**src/lfu_pkg.sv**
```systemverilog
//------------------------------------------------------------------------------
// lfu_pkg
// Shared types and constants for the LFU cache table.
//------------------------------------------------------------------------------
package lfu_pkg;

  localparam int unsigned KeyW = 32;
  localparam int unsigned ValW = 31;
  localparam int unsigned RdW  = 32;
  localparam int unsigned CapW = 5;

  localparam logic FuncGet = 1'b0;
  localparam logic FuncPut = 1'b1;

  localparam logic [RdW-1:0] MinusOne = '1;

  typedef struct packed {
    logic            func;
    logic [KeyW-1:0] key;
    logic [ValW-1:0] value;
  } req_t;

  typedef struct packed {
    logic            hit;
    logic [RdW-1:0]  read_value;
    logic            evicted;
    logic [KeyW-1:0] evicted_key;
  } rsp_t;

endpackage

```
**src/lfu_if.sv**
```systemverilog
//------------------------------------------------------------------------------
// lfu_if
// Valid/ready channel carrying one request or response word.
//------------------------------------------------------------------------------
interface lfu_req_if;
  logic          valid;
  logic          ready;
  lfu_pkg::req_t data;
  modport source (output valid, output data, input ready);
  modport sink   (input valid, input data, output ready);
endinterface

interface lfu_rsp_if;
  logic          valid;
  logic          ready;
  lfu_pkg::rsp_t data;
  modport source (output valid, output data, input ready);
  modport sink   (input valid, input data, output ready);
endinterface

```
**src/lfu_cache_table_top.sv**
```systemverilog
//------------------------------------------------------------------------------
// lfu_cache_table_top
// Fully associative key-value store with LFU replacement, LRU tiebreak.
//------------------------------------------------------------------------------
// One request word is in flight at a time. Its response word turns valid
// after the scan pass, the decision step, the update pass and the insert
// step. The response holds until it is taken, and the next request is
// accepted only after that, so a stall on the response delays it. Entries sit
// in a simple dual-port synchronous memory: a scan pass reads every entry
// once to find the key match and the victim, then an update pass reads each
// valid entry, adjusts recency, count and value, and writes it back when a
// touch or insert needs it, skipping the victim. Valid bits and occupancy
// are flops cleared at reset; no clearing pass is needed.
module lfu_cache_table_top #(
  parameter int unsigned ENTRIES    = 16,
  parameter int unsigned COUNT_BITS = 16
) (
  input  logic                      clk_i,
  input  logic                      rst_ni,
  input  logic                      cfg_we_i,
  input  logic [lfu_pkg::CapW-1:0]  cfg_wdata_i,
  lfu_req_if.sink                   req_i,
  lfu_rsp_if.source                 rsp_o
);

  localparam int unsigned IdxW = (ENTRIES > 1) ? $clog2(ENTRIES) : 1;
  localparam int unsigned RecW = IdxW;
  localparam int unsigned OccW = $clog2(ENTRIES + 1);
  localparam int unsigned EntW = lfu_pkg::KeyW + lfu_pkg::ValW + COUNT_BITS + RecW;
  localparam logic [COUNT_BITS-1:0] CountMax = '1;

  typedef struct packed {
    logic [lfu_pkg::KeyW-1:0] key;
    logic [lfu_pkg::ValW-1:0] value;
    logic [COUNT_BITS-1:0]    count;
    logic [RecW-1:0]          rec;
  } ent_t;

  typedef enum logic [5:0] {
    StIdle = 6'b000001,
    StScan = 6'b000010,
    StDec  = 6'b000100,
    StUpd  = 6'b001000,
    StDone = 6'b010000,
    StOut  = 6'b100000
  } state_e;

  // entry memory
  ent_t             mem_q [ENTRIES];
  ent_t             rdata_q;
  logic             mem_we;
  logic [IdxW-1:0]  mem_waddr, mem_raddr;
  ent_t             mem_wdata;

  always_ff @(posedge clk_i) begin
    if (mem_we) mem_q[mem_waddr] <= mem_wdata;
    rdata_q <= mem_q[mem_raddr];
  end

  // control state
  state_e                 state_q, state_d;
  logic [ENTRIES-1:0]     valid_q;
  logic [OccW-1:0]        occ_q;
  logic [lfu_pkg::CapW-1:0] cap_q;
  logic [OccW:0]          ptr_q;   // read pointer, one ahead of data
  lfu_pkg::req_t          req_q;
  logic                   hit_q;
  logic [IdxW-1:0]        hidx_q;
  ent_t                   hent_q;
  logic                   vfound_q;
  logic [IdxW-1:0]        vidx_q;
  ent_t                   vent_q;
  lfu_pkg::rsp_t          rsp_q;
  // per-op plan, set at end of scan
  logic                   doins_q, doev_q, touch_q;
  logic [IdxW-1:0]        tgt_q;
  logic [RecW-1:0]        tref_q;

  always_ff @(posedge clk_i or negedge rst_ni) begin
    if (!rst_ni) cap_q <= lfu_pkg::CapW'(16);
    else if (cfg_we_i) cap_q <= cfg_wdata_i;
  end

  // scan data index: memory data lags the pointer by one
  logic [IdxW-1:0] didx;
  logic            dvalid;
  assign didx   = IdxW'(ptr_q - 1'b1);
  assign dvalid = (ptr_q != '0) && valid_q[didx];

  logic [OccW-1:0] cap_eff;
  assign cap_eff = (cap_q > ENTRIES) ? OccW'(ENTRIES) : OccW'(cap_q);

  // first free slot, priority search over valid bits
  logic [IdxW-1:0] free_idx;
  always_comb begin
    free_idx = '0;
    for (int i = ENTRIES - 1; i >= 0; i--) if (!valid_q[i]) free_idx = IdxW'(i);
  end

  // plan computed from scan result
  logic pl_ins, pl_ev, pl_touch;
  always_comb begin
    pl_touch = hit_q && (req_q.func == lfu_pkg::FuncGet || cap_eff != '0);
    pl_ins   = !hit_q && req_q.func == lfu_pkg::FuncPut && cap_eff != '0;
    pl_ev    = pl_ins && occ_q >= cap_eff && vfound_q;
  end

  // entry update during update pass
  ent_t upd;
  logic upd_we;
  always_comb begin
    upd    = rdata_q;
    upd_we = 1'b0;
    if (dvalid) begin
      upd_we = 1'b1;
      if (touch_q) begin
        if (didx == tgt_q) begin
          upd.rec = '0;
          if (rdata_q.count != CountMax) upd.count = rdata_q.count + 1'b1;
          if (req_q.func == lfu_pkg::FuncPut) upd.value = req_q.value;
        end else if (rdata_q.rec < tref_q) upd.rec = rdata_q.rec + 1'b1;
      end else if (doins_q) begin
        if (doev_q && didx == tgt_q) upd_we = 1'b0;
        else begin
          if (doev_q && rdata_q.rec > tref_q) upd.rec = rdata_q.rec - 1'b1;
          upd.rec = upd.rec + 1'b1;
        end
      end else upd_we = 1'b0;
    end
  end

  logic last_ptr;
  assign last_ptr = (ptr_q == (OccW+1)'(ENTRIES));

  always_comb begin
    state_d   = state_q;
    mem_we    = 1'b0;
    mem_waddr = didx;
    mem_wdata = upd;
    mem_raddr = IdxW'(ptr_q);
    case (state_q)
      StIdle:  if (req_i.valid) state_d = StScan;
      StScan:  if (last_ptr) state_d = StDec;
      StDec:   state_d = StUpd;
      StUpd: begin
        mem_we = upd_we && ptr_q != '0;
        if (last_ptr) state_d = StDone;
      end
      StDone: begin
        mem_we    = doins_q;
        mem_waddr = tgt_q;
        mem_wdata = '{key: req_q.key, value: req_q.value,
                      count: COUNT_BITS'(1), rec: '0};
        state_d   = StOut;
      end
      StOut:   if (rsp_o.ready) state_d = StIdle;
      default: state_d = StIdle;
    endcase
  end

  assign req_i.ready = (state_q == StIdle);
  assign rsp_o.valid = (state_q == StOut);
  assign rsp_o.data  = rsp_q;

  always_ff @(posedge clk_i or negedge rst_ni) begin
    if (!rst_ni) begin
      state_q <= StIdle;
      valid_q <= '0;
      occ_q   <= '0;
      ptr_q   <= '0;
    end else begin
      state_q <= state_d;
      case (state_q)
        StIdle: if (req_i.valid) ptr_q <= (OccW+1)'(1);
        StScan: ptr_q <= last_ptr ? '0 : ptr_q + 1'b1;
        StDec:  ptr_q <= (OccW+1)'(1);
        StUpd: begin
          ptr_q <= last_ptr ? '0 : ptr_q + 1'b1;
          if (last_ptr && doev_q) begin
            valid_q[tgt_q] <= 1'b0;
            occ_q <= occ_q - 1'b1;
          end
        end
        // victim was already counted out at the end of the update pass
        StDone: if (doins_q) begin
          valid_q[tgt_q] <= 1'b1;
          occ_q <= occ_q + OccW'(1);
        end
        default: ;
      endcase
    end
  end

  // datapath registers
  always_ff @(posedge clk_i) begin
    case (state_q)
      StIdle: begin
        req_q    <= req_i.data;
        hit_q    <= 1'b0;
        vfound_q <= 1'b0;
      end
      StScan: if (dvalid) begin
        if (rdata_q.key == req_q.key) begin
          hit_q  <= 1'b1;
          hidx_q <= didx;
          hent_q <= rdata_q;
        end
        if (!vfound_q || rdata_q.count < vent_q.count ||
            (rdata_q.count == vent_q.count && rdata_q.rec > vent_q.rec)) begin
          vfound_q <= 1'b1;
          vidx_q   <= didx;
          vent_q   <= rdata_q;
        end
      end
      StDec: begin
        touch_q <= pl_touch;
        doins_q <= pl_ins && (pl_ev || occ_q < OccW'(ENTRIES));
        doev_q  <= pl_ev;
        tgt_q   <= pl_touch ? hidx_q : (pl_ev ? vidx_q : free_idx);
        tref_q  <= pl_touch ? hent_q.rec : vent_q.rec;
        rsp_q.hit         <= hit_q;
        rsp_q.read_value  <= (hit_q && req_q.func == lfu_pkg::FuncGet) ?
                             {1'b0, hent_q.value} : lfu_pkg::MinusOne;
        rsp_q.evicted     <= pl_ev;
        rsp_q.evicted_key <= pl_ev ? vent_q.key : '0;
      end
      default: ;
    endcase
  end

endmodule

```
**src/flat_wrapper.sv**
```systemverilog
// flat-port wrapper written by rule: the top's interface ports become plain ports
module lfu_cache_table_top_flat 
#(
  parameter int unsigned ENTRIES    = 16,
  parameter int unsigned COUNT_BITS = 16
)
  (clk_i, rst_ni, cfg_we_i, cfg_wdata_i, req_i_valid, req_i_data, req_i_ready, rsp_o_valid, rsp_o_data, rsp_o_ready);
  lfu_req_if req_i_i ();
  lfu_rsp_if rsp_o_i ();
  input  logic clk_i;
  input  logic rst_ni;
  input  logic cfg_we_i;
  input  logic [lfu_pkg::CapW-1:0] cfg_wdata_i;
  input wire logic [$bits(req_i_i.valid)-1:0] req_i_valid;
  input wire logic [$bits(req_i_i.data)-1:0] req_i_data;
  output wire logic [$bits(req_i_i.ready)-1:0] req_i_ready;
  output wire logic [$bits(rsp_o_i.valid)-1:0] rsp_o_valid;
  output wire logic [$bits(rsp_o_i.data)-1:0] rsp_o_data;
  input wire logic [$bits(rsp_o_i.ready)-1:0] rsp_o_ready;
  assign req_i_i.valid = req_i_valid;
  assign req_i_i.data = req_i_data;
  assign req_i_ready = req_i_i.ready;
  assign rsp_o_valid = rsp_o_i.valid;
  assign rsp_o_data = rsp_o_i.data;
  assign rsp_o_i.ready = rsp_o_ready;
  lfu_cache_table_top #(.ENTRIES(ENTRIES), .COUNT_BITS(COUNT_BITS)) u_core (.clk_i(clk_i), .rst_ni(rst_ni), .cfg_we_i(cfg_we_i), .cfg_wdata_i(cfg_wdata_i), .req_i(req_i_i), .rsp_o(rsp_o_i));
endmodule
```
**config.mk**
```make
export PLATFORM = sky130hd
export DESIGN_NAME = lfu_cache_table_top_flat
export DESIGN_NICKNAME = d
export VERILOG_FILES = /design/src/lfu_pkg.sv /design/src/lfu_if.sv /design/src/lfu_cache_table_top.sv /design/src/flat_wrapper.sv
export SDC_FILE = /design/constraint.sdc
export NUM_CORES = 2
export LEC_CHECK = 0
export BUFFER_PORTS_ARGS = -buffer_cell sky130_fd_sc_hd__buf_2
export CELL_PAD_IN_SITES_DETAIL_PLACEMENT = 0
export CELL_PAD_IN_SITES_GLOBAL_PLACEMENT = 1
export CORE_ASPECT_RATIO = 0.9
export CORE_MARGIN = 2
export CORE_UTILIZATION = 55
export DETAILED_ROUTE_END_ITERATION = 10
export PLACE_DENSITY_LB_ADDON = 0.1
export SYNTH_ARGS = -nofsm -noshare
export SYNTH_HDL_FRONTEND = slang
export SYNTH_SLANG_ARGS = --single-unit
```
**constraint.sdc**
```tcl
create_clock -name clk_i -period 20.2 [get_ports clk_i]
set_clock_uncertainty 0.15 [all_clocks]
set_input_delay 6.06 -clock clk_i [delete_from_list [all_inputs] [get_ports clk_i]]
set_output_delay 6.06 -clock clk_i [all_outputs]
set_load 0.02 [all_outputs]
```
==> results.yml <==
outcome:
  status: "finished clean"
drt:
  drt_iter0_markers: 3179
  ant_nets: 0
  drt-wirelength-per-cell_um: 29.31
  remaining_drc_errors: 0
  finalWirelength_um: 143200
  num_vias: 30150
  avgViaCountPerCell: 6.170
  drt-pass1-iter-count: 5
clock_network:
  cts.clk_slew.worst_paths_ns: 0.06
  cts_htree_levels: 4
  ctsLongestPathBuffers: 3
  cts_resized: 0
  post_cts_buffers: 0
  cts_made_buffers: 162
  cts_root_buffer: "clkbuf_16"
  cts_tree: "done"
  hold_buffers: 0
  clock_latency_ns: 0.78
  clock_sinks: 1686
layout:
  fin_area_um2: 72230
  fill_cells: 7906
  diodes: 0
  layout.nets: 3303
  area_growth_pct: 12.48
  mostFrequentLayoutCells: "edfxtp_1, mux4_2, clkbuf_16, nand2_1, buf_2"
  final_common_cell: "edfxtp_1"
  drive_gt1_share_pct: 28.23
min_path:
  hold_path.class: "reg -> reg"
timing:
  setup_tns_ns: 0
  max_freq_mhz: 115.8
  hold_viol: 0
  tightest_slew_ns: 1.270
  final_max_slew_viol_count: 0
  rsz0062_at_grt: "no"
  slew_headroom_pct: 15.33
  setup_viol: 0
  min_period_ns: 8.634
  period_share_pct: 42.74
place:
  dp_hpwl_um: 74030
  finalWeightedCongestion: 0.8047
  place_area_um2: 66980
  port_buffers: 141
global_route:
  grt_max_degree: 113
  antenna_found_initial: 8
  track_usage_pct: 24.53
  grt_pass1_vias: 30970
  grt-ovfl-total: 0
  grt_pass1_wl_um: 210300
setup_path:
  critPathRequiredTime_ns: 13.99
  start_kind: "flip-flop"
  end_kind: "output pin"
  worstSetupPathType: "reg -> out"
  cp_max_fo: 7
  arrival_ns: 2.42
logic_synthesis:
  synth.distinct_cells: 67
  syn_inst: 2958
  ys_async_sr_fraction_pct: 2.254
  syn_area_um2: 64210
  synth_edf_count: 1565
  synth_seq_area_share_pct: 77.26
  synth_ff_type: "edfxtp_1"
  ys_seq_elements: 1686
  yosys_warnings: 0
  syn_nets: 3071
  avgSynthCellArea_um2: 21.71
power_and_ir_drop:
  p_total_mw: 9.420
  power_density_nw_per_um2: 130.4
  power_leakage_nw: 23.27
  peakVddDrop_mv: 0.09643
floorplan:
  start_util_pct: 55.62
  die_h_um: 328.2
  floorplan.die_area_um2: 119500
  num_rows: 118
  io-pin-count: 142
  core_area_um2: 115500
  die_w_um: 364.2
flow_run:
  drv_cap: 0
-- registers in the layout, summed over array words and instances, names as in the netlist, 4 cells and up, named ones only --
name / cells
u_core.hent_q: 35
u_core.vent_q: 52
u_core.rdata_q: 83
u_core.vidx_q: 4
u_core.tref_q: 4
u_core.ptr_q: 6
u_core.hidx_q: 4
u_core.state_q: 6
u_core.cap_q: 5
u_core.mem_q: 1328
u_core.occ_q: 5
u_core.rsp_o.data: 66
u_core.tgt_q: 4
u_core.req_q: 64
-- metal layers --
metal	wire length [um]	global-route usage, %
met5	25	0
met3	9450	4.026
met4	3014	6.719
met2	68420	38.03
met1	62320	36.84
-- per-stage QoR --
stage | util, % | setup WS [ns] | hold slack (ns) | std cells
floorplan | - | 11.63 | 0.2544 | 2958
global placement | 58.02 | 12.29 | 0.2684 | 4586
detailed placement | 58.02 | 12.37 | 0.2627 | 4586
CTS | 62.56 | 11.51 | 0.2828 | 4886
global route | 62.56 | 11.40 | 0.2908 | 4886
finish | 62.56 | 11.57 | 0.2841 | 4886
-- where the power goes --
group | total (mW) | leakage, nW | internal [mW] | switching, mW
combinational | 1.77 | 5.44 | 0.699 | 1.07
sequential | 4.67 | 15.3 | 4.48 | 0.198
clock | 2.98 | 2.55 | 1.72 | 1.26
-- cell type report --
cell class	count	area (um^2)	share of cell area, %
Sequential cell	1686	49630	68.71
Clock buffer	228	4516	6.252
Inverter	46	177.7	0.2460
Multi-Input combinational cell	1091	14030	19.43
Clock inverter	72	728.2	1.008
Tap cell	1560	1952	2.702
Timing Repair Buffer	203	1196	1.656
-- Yosys cell counts (all sizes together), types with 20 or more instances --
library cell  count  area share [%]
a21oi            27            0.21
and2             38            0.37
buf              57            0.42
clkbuf           78            0.46
dfrtp            36             1.4
dfxtp            83             2.6
edfxtp         1565              73
ha               38            0.74
inv              46            0.27
mux2             51            0.89
mux4            419              15
nand2           149            0.87
nand2b           39            0.38
nand3            20            0.16
nor2             44            0.26
nor4             21            0.23
o21ai            40            0.31
xor2             34            0.46
-- path summary, 6_finish.rpt --
| check | startpoint | endpoint | slack [ns] | cells past startpoint |
|---|---|---|---|---|
| worst max-delay path | u_core.state_q[3] | req_i_ready | 11.57 | 4 |
| worst min-delay path | u_core.rdata_q[44] | u_core.hent_q[44] | 0.28 | 0 |
| worst max register to register | u_core.ptr_q[0] | u_core.mem_q[2][8] | 13.82 | 11 |
| worst min register to register | u_core.rdata_q[44] | u_core.hent_q[44] | 0.28 | 0 |
| max in group asynchronous | rst_ni | u_core.ptr_q[2] | 14.00 | 1 |
| min in group asynchronous | rst_ni | u_core.cap_q[3] | 5.25 | 1 |
-- cell families after synthesis --
group | after synthesis | synth area share (%)
AO/OA/AOI/OAI | 133 | 1.341
XOR/XNOR | 52 | 0.7307
adder cells (fa/ha/maj) | 39 | 0.7716
buffers and inverters | 181 | 1.146
flip-flops | 1686 | 77.26
multiplexers | 475 | 15.67
AND/OR/NAND/NOR | 392 | 3.083
-- worst max-delay path, cell delays in order (launching register included) --
cell and delay [ns]:
dfrtp_1 0.42, nor4_1 0.40, nand3b_1 0.33, inv_4 0.27, buf_2 0.21
Power figures use the tool's default switching activity.
